--- src/rtl/core/kvt_pkg.sv ---
package kvt_pkg;

  localparam int unsigned OFFSET_BITS = 16;
  localparam int unsigned OUT_BITS    = 16;

  typedef logic [OFFSET_BITS-1:0] offset_t;
  typedef logic [OUT_BITS-1:0]    out_offset_t;

  localparam logic [3:0] PH_IDLE         = 4'd0;
  localparam logic [3:0] PH_KEY          = 4'd1;
  localparam logic [3:0] PH_AFTER_KEY    = 4'd2;
  localparam logic [3:0] PH_BEFORE_VALUE = 4'd3;
  localparam logic [3:0] PH_BARE         = 4'd4;
  localparam logic [3:0] PH_CLOSED       = 4'd5;
  localparam logic [3:0] PH_AFTER_VALUE  = 4'd6;
  localparam logic [3:0] PH_ERROR        = 4'd7;

  typedef enum logic [1:0] {
    CK_NONE  = 2'd0,
    CK_QUOTE = 2'd1,
    CK_BRACE = 2'd2
  } closing_e;

  typedef enum logic [2:0] {
    ST_PAIR      = 3'd0,
    ST_END       = 3'd1,
    ST_COLON     = 3'd2,
    ST_CONTROL   = 3'd3,
    ST_UNEXP_END = 3'd4,
    ST_CLOSING   = 3'd5,
    ST_LONG      = 3'd6
  } status_e;

  localparam logic [7:0] CH_COLON  = 8'h3A;
  localparam logic [7:0] CH_QUOTE  = 8'h22;
  localparam logic [7:0] CH_LBRACE = 8'h7B;
  localparam logic [7:0] CH_RBRACE = 8'h7D;
  localparam logic [7:0] CH_COMMA  = 8'h2C;

  typedef struct packed {
    status_e     status;
    out_offset_t key_start;
    out_offset_t key_stop;
    out_offset_t value_start;
    out_offset_t value_stop;
    logic        last_of_run;
  } result_t;

  function automatic logic is_space(logic [7:0] c);
    return c == 8'h20 || c == 8'h09 || c == 8'h0B || c == 8'h0A || c == 8'h0D;
  endfunction

  function automatic logic is_control(logic [7:0] c);
    return c == CH_COLON || c == CH_QUOTE || c == CH_LBRACE || c == CH_RBRACE ||
           c == CH_COMMA;
  endfunction

  function automatic out_offset_t to_out(offset_t v);
    logic [OFFSET_BITS+OUT_BITS-1:0] wide;
    wide = {{OUT_BITS{1'b0}}, v};
    return wide[OUT_BITS-1:0];
  endfunction

endpackage

--- src/rtl/core/kvt_parse.sv ---
module kvt_parse (
  input  logic             clk_i,
  input  logic             rst_ni,
  input  logic             go_i,
  input  logic [7:0]       text_byte_i,
  input  logic             end_of_text_i,
  output logic [1:0]       count_o,
  output kvt_pkg::result_t res0_o,
  output kvt_pkg::result_t res1_o
);
  import kvt_pkg::*;

  logic [3:0] phase_q, phase_d;
  offset_t    off_q, off_d;
  offset_t    ks_q, ks_d;
  offset_t    ke_q, ke_d;
  offset_t    vs_q, vs_d;
  closing_e   ck_q, ck_d;
  logic [7:0] c;

  assign c = text_byte_i;

  always_comb begin
    phase_d = phase_q;
    off_d   = off_q;
    ks_d    = ks_q;
    ke_d    = ke_q;
    vs_d    = vs_q;
    ck_d    = ck_q;
    count_o = 2'd0;
    res0_o  = '{status: ST_END, key_start: '0, key_stop: '0, value_start: '0,
                value_stop: '0, last_of_run: 1'b1};
    res1_o  = res0_o;
    if (end_of_text_i) begin
      count_o = 2'd1;
      case (phase_q)
        PH_IDLE, PH_AFTER_VALUE: res0_o.status = ST_END;
        PH_KEY, PH_AFTER_KEY:    res0_o.status = ST_COLON;
        PH_BEFORE_VALUE:         res0_o.status = ST_UNEXP_END;
        PH_CLOSED:               res0_o.status = ST_CLOSING;
        PH_BARE: begin
          count_o = 2'd2;
          res0_o  = '{status: ST_PAIR, key_start: to_out(ks_q), key_stop: to_out(ke_q),
                      value_start: to_out(vs_q), value_stop: to_out(off_q),
                      last_of_run: 1'b0};
        end
        default: count_o = 2'd0;
      endcase
      phase_d = PH_IDLE;
      off_d   = '0;
      ck_d    = CK_NONE;
    end else if (phase_q != PH_ERROR) begin
      if (&off_q) begin
        count_o       = 2'd1;
        res0_o.status = ST_LONG;
        phase_d       = PH_ERROR;
      end else begin
        case (phase_q)
          PH_IDLE, PH_AFTER_VALUE: begin
            if (phase_q == PH_AFTER_VALUE && c == CH_COMMA) begin
              phase_d = PH_IDLE;
            end else if (!is_space(c)) begin
              ks_d = off_q;
              if (is_control(c)) begin
                ke_d = off_q;
                if (c == CH_COLON) begin
                  phase_d = PH_BEFORE_VALUE;
                end else begin
                  count_o       = 2'd1;
                  res0_o.status = ST_COLON;
                  phase_d       = PH_ERROR;
                end
              end else begin
                phase_d = PH_KEY;
              end
            end
          end
          PH_KEY: begin
            if (is_space(c)) begin
              ke_d    = off_q;
              phase_d = PH_AFTER_KEY;
            end else if (is_control(c)) begin
              ke_d = off_q;
              if (c == CH_COLON) begin
                phase_d = PH_BEFORE_VALUE;
              end else begin
                count_o       = 2'd1;
                res0_o.status = ST_COLON;
                phase_d       = PH_ERROR;
              end
            end
          end
          PH_AFTER_KEY: begin
            if (c == CH_COLON) begin
              phase_d = PH_BEFORE_VALUE;
            end else if (!is_space(c)) begin
              count_o       = 2'd1;
              res0_o.status = ST_COLON;
              phase_d       = PH_ERROR;
            end
          end
          PH_BEFORE_VALUE: begin
            if (is_space(c)) begin
              phase_d = phase_q;
            end else if (c == CH_QUOTE || c == CH_LBRACE) begin
              ck_d    = (c == CH_QUOTE) ? CK_QUOTE : CK_BRACE;
              vs_d    = off_q + offset_t'(1);
              phase_d = PH_CLOSED;
            end else if (c == CH_COLON || c == CH_RBRACE || c == CH_COMMA) begin
              count_o       = 2'd1;
              res0_o.status = ST_CONTROL;
              phase_d       = PH_ERROR;
            end else begin
              ck_d    = CK_NONE;
              vs_d    = off_q;
              phase_d = PH_BARE;
            end
          end
          PH_BARE: begin
            if (c == CH_COMMA) begin
              count_o = 2'd1;
              res0_o  = '{status: ST_PAIR, key_start: to_out(ks_q),
                          key_stop: to_out(ke_q), value_start: to_out(vs_q),
                          value_stop: to_out(off_q), last_of_run: 1'b1};
              phase_d = PH_IDLE;
            end
          end
          PH_CLOSED: begin
            if ((ck_q == CK_QUOTE && c == CH_QUOTE) ||
                (ck_q != CK_QUOTE && c == CH_RBRACE)) begin
              count_o = 2'd1;
              res0_o  = '{status: ST_PAIR, key_start: to_out(ks_q),
                          key_stop: to_out(ke_q), value_start: to_out(vs_q),
                          value_stop: to_out(off_q), last_of_run: 1'b1};
              ck_d    = CK_NONE;
              phase_d = PH_AFTER_VALUE;
            end
          end
          default: phase_d = PH_ERROR;
        endcase
        if (phase_d != PH_ERROR) begin
          off_d = off_q + offset_t'(1);
        end
      end
    end
  end

  always_ff @(posedge clk_i or negedge rst_ni) begin
    if (!rst_ni) begin
      phase_q <= PH_IDLE;
      off_q   <= '0;
      ks_q    <= '0;
      ke_q    <= '0;
      vs_q    <= '0;
      ck_q    <= CK_NONE;
    end else if (go_i) begin
      phase_q <= phase_d;
      off_q   <= off_d;
      ks_q    <= ks_d;
      ke_q    <= ke_d;
      vs_q    <= vs_d;
      ck_q    <= ck_d;
    end
  end

endmodule

--- src/rtl/core/kvt_outq.sv ---
module kvt_outq (
  input  logic             clk_i,
  input  logic             rst_ni,
  input  logic             push_i,
  input  logic [1:0]       push_cnt_i,
  input  kvt_pkg::result_t push0_i,
  input  kvt_pkg::result_t push1_i,
  output logic             fits_o,
  output logic             out_valid_o,
  input  logic             out_ready_i,
  output kvt_pkg::result_t head_o
);
  import kvt_pkg::*;

  result_t    ent_q [2];
  result_t    ent_d [2];
  logic [1:0] cnt_q, cnt_d, left;
  logic       pop;

  assign out_valid_o = cnt_q != 2'd0;
  assign head_o      = ent_q[0];
  assign pop         = out_valid_o && out_ready_i;
  assign left        = cnt_q - {1'b0, pop};
  assign fits_o      = ({1'b0, left} + {1'b0, push_cnt_i}) <= 3'd2;

  always_comb begin
    ent_d[0] = pop ? ent_q[1] : ent_q[0];
    ent_d[1] = ent_q[1];
    if (left == 2'd0) begin
      ent_d[0] = push0_i;
      ent_d[1] = push1_i;
    end else if (left == 2'd1) begin
      ent_d[1] = push0_i;
    end
    cnt_d = left + (push_i ? push_cnt_i : 2'd0);
  end

  always_ff @(posedge clk_i or negedge rst_ni) begin
    if (!rst_ni) begin
      cnt_q <= 2'd0;
    end else begin
      cnt_q <= cnt_d;
    end
  end

  always_ff @(posedge clk_i) begin
    ent_q <= ent_d;
  end

endmodule

--- src/rtl/core/key_value_text_tokenizer.sv ---
// Key/value tokenizer: takes one text byte per item (end_of_text_i marks the
// terminator) and reports each key:value pair with its byte offsets, the normal
// end and each error kind. An item is registered on input and then parsed into
// a two-entry result queue, so one byte per cycle is taken while the output is
// drained every cycle; a result reaches the output through the input register
// and the queue. An end marker that closes a bare value gives two results, which
// the queue takes at once; the input stalls only when the output is held off and
// the queue has no room for the next item's results.
module key_value_text_tokenizer (
  input  logic        clk_i,
  input  logic        rst_ni,
  input  logic        in_valid_i,
  output logic        in_ready_o,
  input  logic [7:0]  text_byte_i,
  input  logic        end_of_text_i,
  output logic        out_valid_o,
  input  logic        out_ready_i,
  output logic [2:0]  status_o,
  output logic [15:0] key_start_o,
  output logic [15:0] key_stop_o,
  output logic [15:0] value_start_o,
  output logic [15:0] value_stop_o,
  output logic        last_of_run_o
);
  import kvt_pkg::*;

  logic       hold_valid_q;
  logic [7:0] hold_byte_q;
  logic       hold_eot_q;
  logic       go, fits;
  logic [1:0] cnt;
  result_t    res0, res1, head;

  assign go         = hold_valid_q && fits;
  assign in_ready_o = !hold_valid_q || go;

  always_ff @(posedge clk_i or negedge rst_ni) begin
    if (!rst_ni) begin
      hold_valid_q <= 1'b0;
    end else if (in_ready_o) begin
      hold_valid_q <= in_valid_i;
    end
  end

  always_ff @(posedge clk_i) begin
    if (in_ready_o && in_valid_i) begin
      hold_byte_q <= text_byte_i;
      hold_eot_q  <= end_of_text_i;
    end
  end

  kvt_parse u_parse (
    .clk_i         (clk_i),
    .rst_ni        (rst_ni),
    .go_i          (go),
    .text_byte_i   (hold_byte_q),
    .end_of_text_i (hold_eot_q),
    .count_o       (cnt),
    .res0_o        (res0),
    .res1_o        (res1)
  );

  kvt_outq u_outq (
    .clk_i       (clk_i),
    .rst_ni      (rst_ni),
    .push_i      (go),
    .push_cnt_i  (cnt),
    .push0_i     (res0),
    .push1_i     (res1),
    .fits_o      (fits),
    .out_valid_o (out_valid_o),
    .out_ready_i (out_ready_i),
    .head_o      (head)
  );

  assign status_o      = head.status;
  assign key_start_o   = head.key_start;
  assign key_stop_o    = head.key_stop;
  assign value_start_o = head.value_start;
  assign value_stop_o  = head.value_stop;
  assign last_of_run_o = head.last_of_run;

endmodule

--- config.mk ---
export PLATFORM = sky130hd
export DESIGN_NAME = key_value_text_tokenizer
export DESIGN_NICKNAME = d
export VERILOG_FILES = /design/src/rtl/core/kvt_pkg.sv /design/src/rtl/core/kvt_parse.sv /design/src/rtl/core/kvt_outq.sv /design/src/rtl/core/key_value_text_tokenizer.sv
export SDC_FILE = /design/constraint.sdc
export NUM_CORES = 1
export LEC_CHECK = 0
export BUFFER_PORTS_ARGS = -buffer_cell sky130_fd_sc_hd__buf_2
export CORE_MARGIN = 3
export CORE_UTILIZATION = 30
export CTS_CLUSTER_DIAMETER = 80
export CTS_CLUSTER_SIZE = 40
export DETAILED_ROUTE_END_ITERATION = 6
export PLACE_DENSITY = 0.53
export SLEW_MARGIN = 0
export SYNTH_ARGS = -nofsm -noshare
export SYNTH_HDL_FRONTEND = slang
export SYNTH_SLANG_ARGS = --single-unit
export TNS_END_PERCENT = 30
--- constraint.sdc ---
create_clock -name clk_i -period 11.79 [get_ports clk_i]
set_clock_uncertainty 0.1 [all_clocks]
set_input_delay 1.179 -clock clk_i [delete_from_list [all_inputs] [get_ports clk_i]]
set_output_delay 1.179 -clock clk_i [all_outputs]
set_load 0.005 [all_outputs]
Word level (Yosys, flattened, before mapping)
Cells that the tools add are included.
{"block": "totals", "reg_bits": 218, "wordCells": 175, "out_inout_bits": 70}
{"block": "classes", "muxes": 78, "reduce_logical": 38, "n_lt_le_gt_ge": 1, "n_addsub": 4, "bitwise_logic": 4, "n_eq_ne": 28}
{"operator": "two-way mux 68 bit", "n": 4}
{"operator": "two-way mux 16 bit", "n": 10}
{"operator": "two-way mux 66 bit", "n": 2}
{"operator": "two-way mux 65 bit", "n": 2}
{"operator": "case mux 65 bit (2 select lines)", "n": 1}
{"operator": "two-way mux 4 bit", "n": 17}
{"operator": "two-way mux 2 bit", "n": 22}
{"operator": "== test 8 x 4 -> 1 bit (second input constant)", "n": 4}
{"operator": "== test 8 x 6 -> 1 bit (second input constant)", "n": 4}
{"operator": "case mux 16 bit (2 select lines)", "n": 1}
{"operator": "AND reduction 7 bit", "n": 4}
{"operator": "case mux 4 bit (6 select lines)", "n": 1}
{"operator": "two-way mux 3 bit", "n": 7}
{"operator": "case mux 3 bit (6 select lines)", "n": 1}
{"operator": "adder 16 x 1 -> 16 bit (second input constant)", "n": 1}
{"operator": "== test 8 x 7 -> 1 bit (second input constant)", "n": 2}
{"operator": "AND reduction 16 bit", "n": 1}
{"operator": "logical OR 1 bit", "n": 13}
{"operator": "== test 4 x 3 -> 1 bit (second input constant)", "n": 3}
{"operator": "inequality test 4 x 3 -> 1 bit (second input constant)", "n": 3}
{"operator": "case mux 2 bit (6 select lines)", "n": 1}
{"operator": "case mux 3 bit (4 select lines)", "n": 1}
{"operator": "nonzero test 2 bit", "n": 5}
{"operator": "== test 4 x 2 -> 1 bit (second input constant)", "n": 2}
{"operator": "22 further kinds", "n": 41}

Logic depth before layout (Yosys ltp)
{"block": "logic_depth", "word_depth": 17, "depth_mapped": 18, "mapped_depth_nobuf": 17}

By module
Synthesis repeated with hierarchy kept, for this count alone.
{"block": "unflattened", "hier_cells": 937, "hier_area_um2": 11773.8}
{"mod": "kvt_outq", "cells_per_inst": 373, "seq_area_each_um2": 4134.0, "area_each_um2": 6571.3, "instances": 1}
{"mod": "kvt_parse", "cells_per_inst": 550, "seq_area_each_um2": 1751.7, "area_each_um2": 4872.2, "instances": 1}
{"mod": "key_value_text_tokenizer", "cells_per_inst": 14, "seq_area_each_um2": 295.3, "area_each_um2": 330.3, "instances": 1}

Worst setup path before layout
Ideal clock, no wire load.
{"block": "synth_path", "path_type": "input-to-reg", "start": "input port out_ready_i", "end": "register u_parse.ke_q[10]", "path_buffers": 2, "setup_ns": 0.125, "cell_stages": 14, "arrival_ns": 4.637, "setup_slack_ns": 6.929, "path_cell_list": "and2_1 ha_1 xnor2_1 inv_2 buf_1 fa_1 a21oi_1 and2_0 o21ai_0 nor2_1 nand4_1 nor2_1 buf_4 mux2_2"}
{"block": "synth_via", "elab_chain_cells": 6}
{"item": "start: declaration", "line_no": "key_value_text_tokenizer.sv:17", "rtl": "input logic out_ready_i,"}
{"item": "logical AND 1 bit", "line_no": "kvt_outq.sv:22", "rtl": "assign pop = out_valid_o && out_ready_i;"}
{"item": "subtractor 2 x 1 -> 2 bit", "line_no": "kvt_outq.sv:23", "rtl": "assign left = cnt_q - {1'b0, pop};"}
{"item": "adder 2 x 2 -> 3 bit", "line_no": "kvt_outq.sv:24", "rtl": "assign fits_o = ({1'b0, left} + {1'b0, push_cnt_i}) <= 3'd2;"}
{"item": "less-or-equal comparator 3 x 2 -> 1 bit", "line_no": "kvt_outq.sv:24"}
{"item": "logical AND 1 bit", "line_no": "key_value_text_tokenizer.sv:34", "rtl": "assign go = hold_valid_q && fits;"}
{"item": "AND reduction 7 bit (no line)"}
{"item": "end signal: assignment", "line_no": "kvt_parse.sv:160", "rtl": "ke_q <= ke_d;"}
{"item": "end: declaration", "line_no": "kvt_parse.sv:16", "rtl": "offset_t ke_q, ke_d;"}
No other way between the ends.
A chain may end at the register's enable or synchronous reset.

Worst setup path after layout
{"block": "layout_path", "start": "register u_parse.off_q[0]", "end": "register u_parse.ke_q[15]"}
{"block": "layout_via", "elab_chain_cells": 8}
{"item": "start: declaration", "line_no": "kvt_parse.sv:14", "rtl": "offset_t off_q, off_d;"}
{"item": "start signal: assignment", "line_no": "kvt_parse.sv:151", "rtl": "off_q <= '0;"}
{"item": "start signal: assignment", "line_no": "kvt_parse.sv:158", "rtl": "off_q <= off_d;"}
{"item": "AND reduction 16 bit (*)", "line_no": "kvt_parse.sv:53", "rtl": "if (&off_q) begin"}
{"item": "two-way mux 2 bit", "line_no": "kvt_parse.sv:53"}
{"item": "two-way mux 2 bit", "line_no": "kvt_parse.sv:52", "rtl": "end else if (phase_q != PH_ERROR) begin"}
{"item": "two-way mux 2 bit", "line_no": "kvt_parse.sv:34", "rtl": "if (end_of_text_i) begin"}
{"item": "adder 2 x 2 -> 3 bit", "line_no": "kvt_outq.sv:24"}
{"item": "less-or-equal comparator 3 x 2 -> 1 bit", "line_no": "kvt_outq.sv:24"}
{"item": "logical AND 1 bit", "line_no": "key_value_text_tokenizer.sv:34"}
{"item": "AND reduction 7 bit (no line) (*)"}
Mark *: on every way between the ends. The rest lies on a longest branch, timed or not.

==> impl_metrics.yaml <==
route:
  routed_wl_um: 24490
  drc: 0
  vias: 6832
  ant_nets: 0
  wl_per_cell_um: 17.78
  dr.pass1.iters: 5
  drt-vias-per-instance: 4.962
  drt_iter0_markers: 550
critical_path:
  slowest_delay_ps: 550
  r2r_slack_ps: 5670
  crit_path_max_fanout: 12
  worstPathCellList: "ha_1 > nand3_2 > or3_1 > nor3_2 > and3_1 > nor2_1 > o211ai_1 > o221a_2 > ha_1 > fa_1 > a21oi_1 > and2_0 > o21ai_0 > buf_4 > nor2_1 > nand4_1 > nor2_1 > buf_4 > mux2_2"
  worstReg2RegStart: "u_parse.off_q[0]"
  start_kind: "flip-flop"
  reg2reg_to: "u_parse.ke_q[15]"
  crit_arrival_ps: 6380
  crit_required_ps: 12060
  reg2reg_depth: 19
  criticalPathCategory: "flip-flop to flip-flop"
  critPathSlowestCell: "dfrtp_1"
  endpoint_kind: "flip-flop"
  cp_common_cell: "nor2_1"
worst_hold_path:
  hp-start: "u_outq.ent_q[67]"
  hold_class: "flip-flop to flip-flop"
  whs_endpoint: "u_outq.ent_q[67]"
  holdPathStages: 2
power_and_ir_drop:
  swShare_pct: 42.32
  clockPowerShare_pct: 21.3
  p_leak_uw: 0.004149
  power.switching_uw: 1146
  seq_power_share_pct: 41.8
  p_comb_share_pct: 36.9
  p_per_area_nw_per_um2: 248.4
  ir_drop_v: 0.0002713
  internal-power_uw: 1562
global_routing:
  busiest_layer: "met2"
  gr-total-overflow: 0
  grt_pass1_wl_um: 39280
  grt_start_max_net_pins: 72
  gr-usage-all-layers_pct: 13.48
  first_global_vias: 6656
  antenna_found_initial: 0
  grt_use_met2_pct: 21.57
  use_met1_pct: 19.51
  use_met3_pct: 1.935
outcome:
  outcome: "complete, no violations"
clock_tree:
  clock_tree.buffer_depth: 3
  postCtsSetupBuffers: 0
  root_buffer: "clkbuf_16"
  clk_latency_ps: 510
  cts.sinks: 218
  cts.htree.levels: 1
  clk_pin_slew_worst_paths_ps: 90
  postCtsResizedCells: 0
  cts_tree: "built"
  cts_buffers: 15
  cts_hold_buffers: 0
synth:
  ys_types: 83
  yosysSeqAreaShare_pct: 54.15
  synthCells: 954
  ys_ff_latch: 218
  mappedNetlistArea_um2: 10160
  synth-async-reset-ratio_pct: 33.49
  synth-edff-count: 77
  ys_warn_count: 0
  synth_ff_type: "edfxtp_1"
  postSynthAreaPerCell_um2: 10.65
  synth_nets: 972
placed_design:
  numPortBuffers: 82
  hpwl_um: 15850
  gp_congestion: 0.8710
timing:
  tightest_slew_ps: 1095
  min_period_over_period_pct: 51.88
  slew_violations: 0
  fin_tns_setup_ps: 0
  setup_violations: 0
  fin_crit_ps: 6117
  final_hold_viol_count: 0
  rsz0062_at_grt: "no"
  relSlewSlack_pct: 26.77
  clock.fmax_ghz: 0.1635
cells_and_area:
  diodes: 0
  syn_to_final_growth_pct: 7.329
  n_fill_cell: 3359
  finish.net_count: 945
  mostFrequentLayoutCell: "nand2_1"
  drive_above_1_share_pct: 21.07
  final_cell_mix: "nand2_1 (185), o21ai_0 (90), buf_2 (82)"
  finalCoreUtilization_pct: 33.09
floorplanning:
  die_area_um2: 36100
  rows: 66
  num_io_pins: 83
  initial_utilization_pct: 30.83
  fp.coreArea_um2: 32950
  die_w_um: 190.0
  chipHeight_um: 190.0
flow_run:
  cap_violations: 0
-- registers in the layout, indices dropped and copies added, names as in the netlist --
register / cells
u_outq.head_o: 68
u_parse.off_q: 16
u_parse.ke_q: 16
u_parse.phase_q: 4
u_outq.ent_q: 68
u_parse.vs_q: 16
u_outq.cnt_q: 2
u_parse.ck_q: 2
u_parse.ks_q: 16
hold_eot_q: 1
hold_valid_q: 1
hold_byte_q: 8
-- routing by layer --
layer  up-vias  wire length (um)
met5         -                 0
met4         0               401
met3        29               968
met2       135             11480
met1      3412             11640
li1       3256                 -
-- worst max-delay path, delay by kind of cell (launching register included) --
| kind | cells | cell delay, ps |
|---|---|---|
| muxes | 1 | 350 |
| adders and majority gates | 3 | 840 |
| DFF | 1 | 550 |
| buffers and inverters | 2 | 510 |
| AOI/OAI and AO/OA | 4 | 760 |
| and+or+nand+nor | 9 | 2880 |
-- power by group through the flow --
stage               sequential, uW  clock, uW  combinational, uW
floorplan                     1080          0                849
global placement              1150          0               1020
detailed placement            1150          0               1020
CTS                           1130        598               1020
global route                  1160        628               1110
finish                        1130        578                998
-- cells by family after synthesis --
kind of cell	Yosys count	share of synthesized area [%]
xor gates and xnor gates	19	1.638
AOI/OAI and AO/OA	228	17.10
adders and majority gates	5	0.6899
and+or+nand+nor	307	14.13
buffers and inverters	143	8.537
DFF	218	54.15
muxes	34	3.757
-- cell usage after synthesis (10+ instances only) --
library cell	number	area [um^2]
nand2_1	186	698.2
o21ai_0	90	450.4
edfxtp_1	77	2312
dfrtp_1	73	1827
buf_4	72	540.5
a22o_1	68	595.6
dfxtp_1	68	1361
clkbuf_1	45	168.9
nor2_1	35	131.4
mux2_2	33	371.6
nand3_1	17	85.08
xnor2_1	15	131.4
a21oi_1	12	60.06
o211ai_2	10	125.1
-- worst max-delay path by stage --
stage | from | end | slack, ps | cells after the start
final | u_parse.off_q[0] | u_parse.ke_q[15] | 5670 | 19
after global routing | u_parse.off_q[0] | u_parse.ke_q[15] | 5160 | 19
after CTS | u_parse.off_q[0] | u_parse.ke_q[15] | 5720 | 19
after detailed placement | u_parse.off_q[0] | u_parse.ke_q[15] | 5730 | 19
after global placement | u_parse.off_q[0] | u_parse.ke_q[6] | 6030 | 19
after floorplan | out_ready_i | u_parse.ke_q[10] | 6930 | 14
-- layout make-up --
cell class | count | area, um^2 | share of cell area [%]
clock buffer | 15 | 375.4 | 3.443
clock inverter | 10 | 157.7 | 1.446
inverter | 8 | 30.03 | 0.2755
multi-input combinational | 593 | 3807 | 34.92
sequential | 218 | 5500 | 50.45
tap | 442 | 553.0 | 5.073
timing repair buffer | 91 | 478.0 | 4.384
-- through the flow --
stage / power (uW) / setup WS [ps] / hold WS [ps] / std cells / area, um^2
2_1_floorplan: 1926 / 6929 / 319.7 / 954 / 10160
3_3_place_gp: 2164 / 6025 / 334.4 / 1352 / 10370
3_5_place_dp: 2166 / 5725 / 340.0 / 1352 / 10370
4_1_cts: 2750 / 5718 / 362.8 / 1377 / 10900
5_1_grt: 2893 / 5157 / 387.2 / 1377 / 10900
6_report: 2708 / 5673 / 373.0 / 1377 / 10900
(Power assumes the default switching activity.)
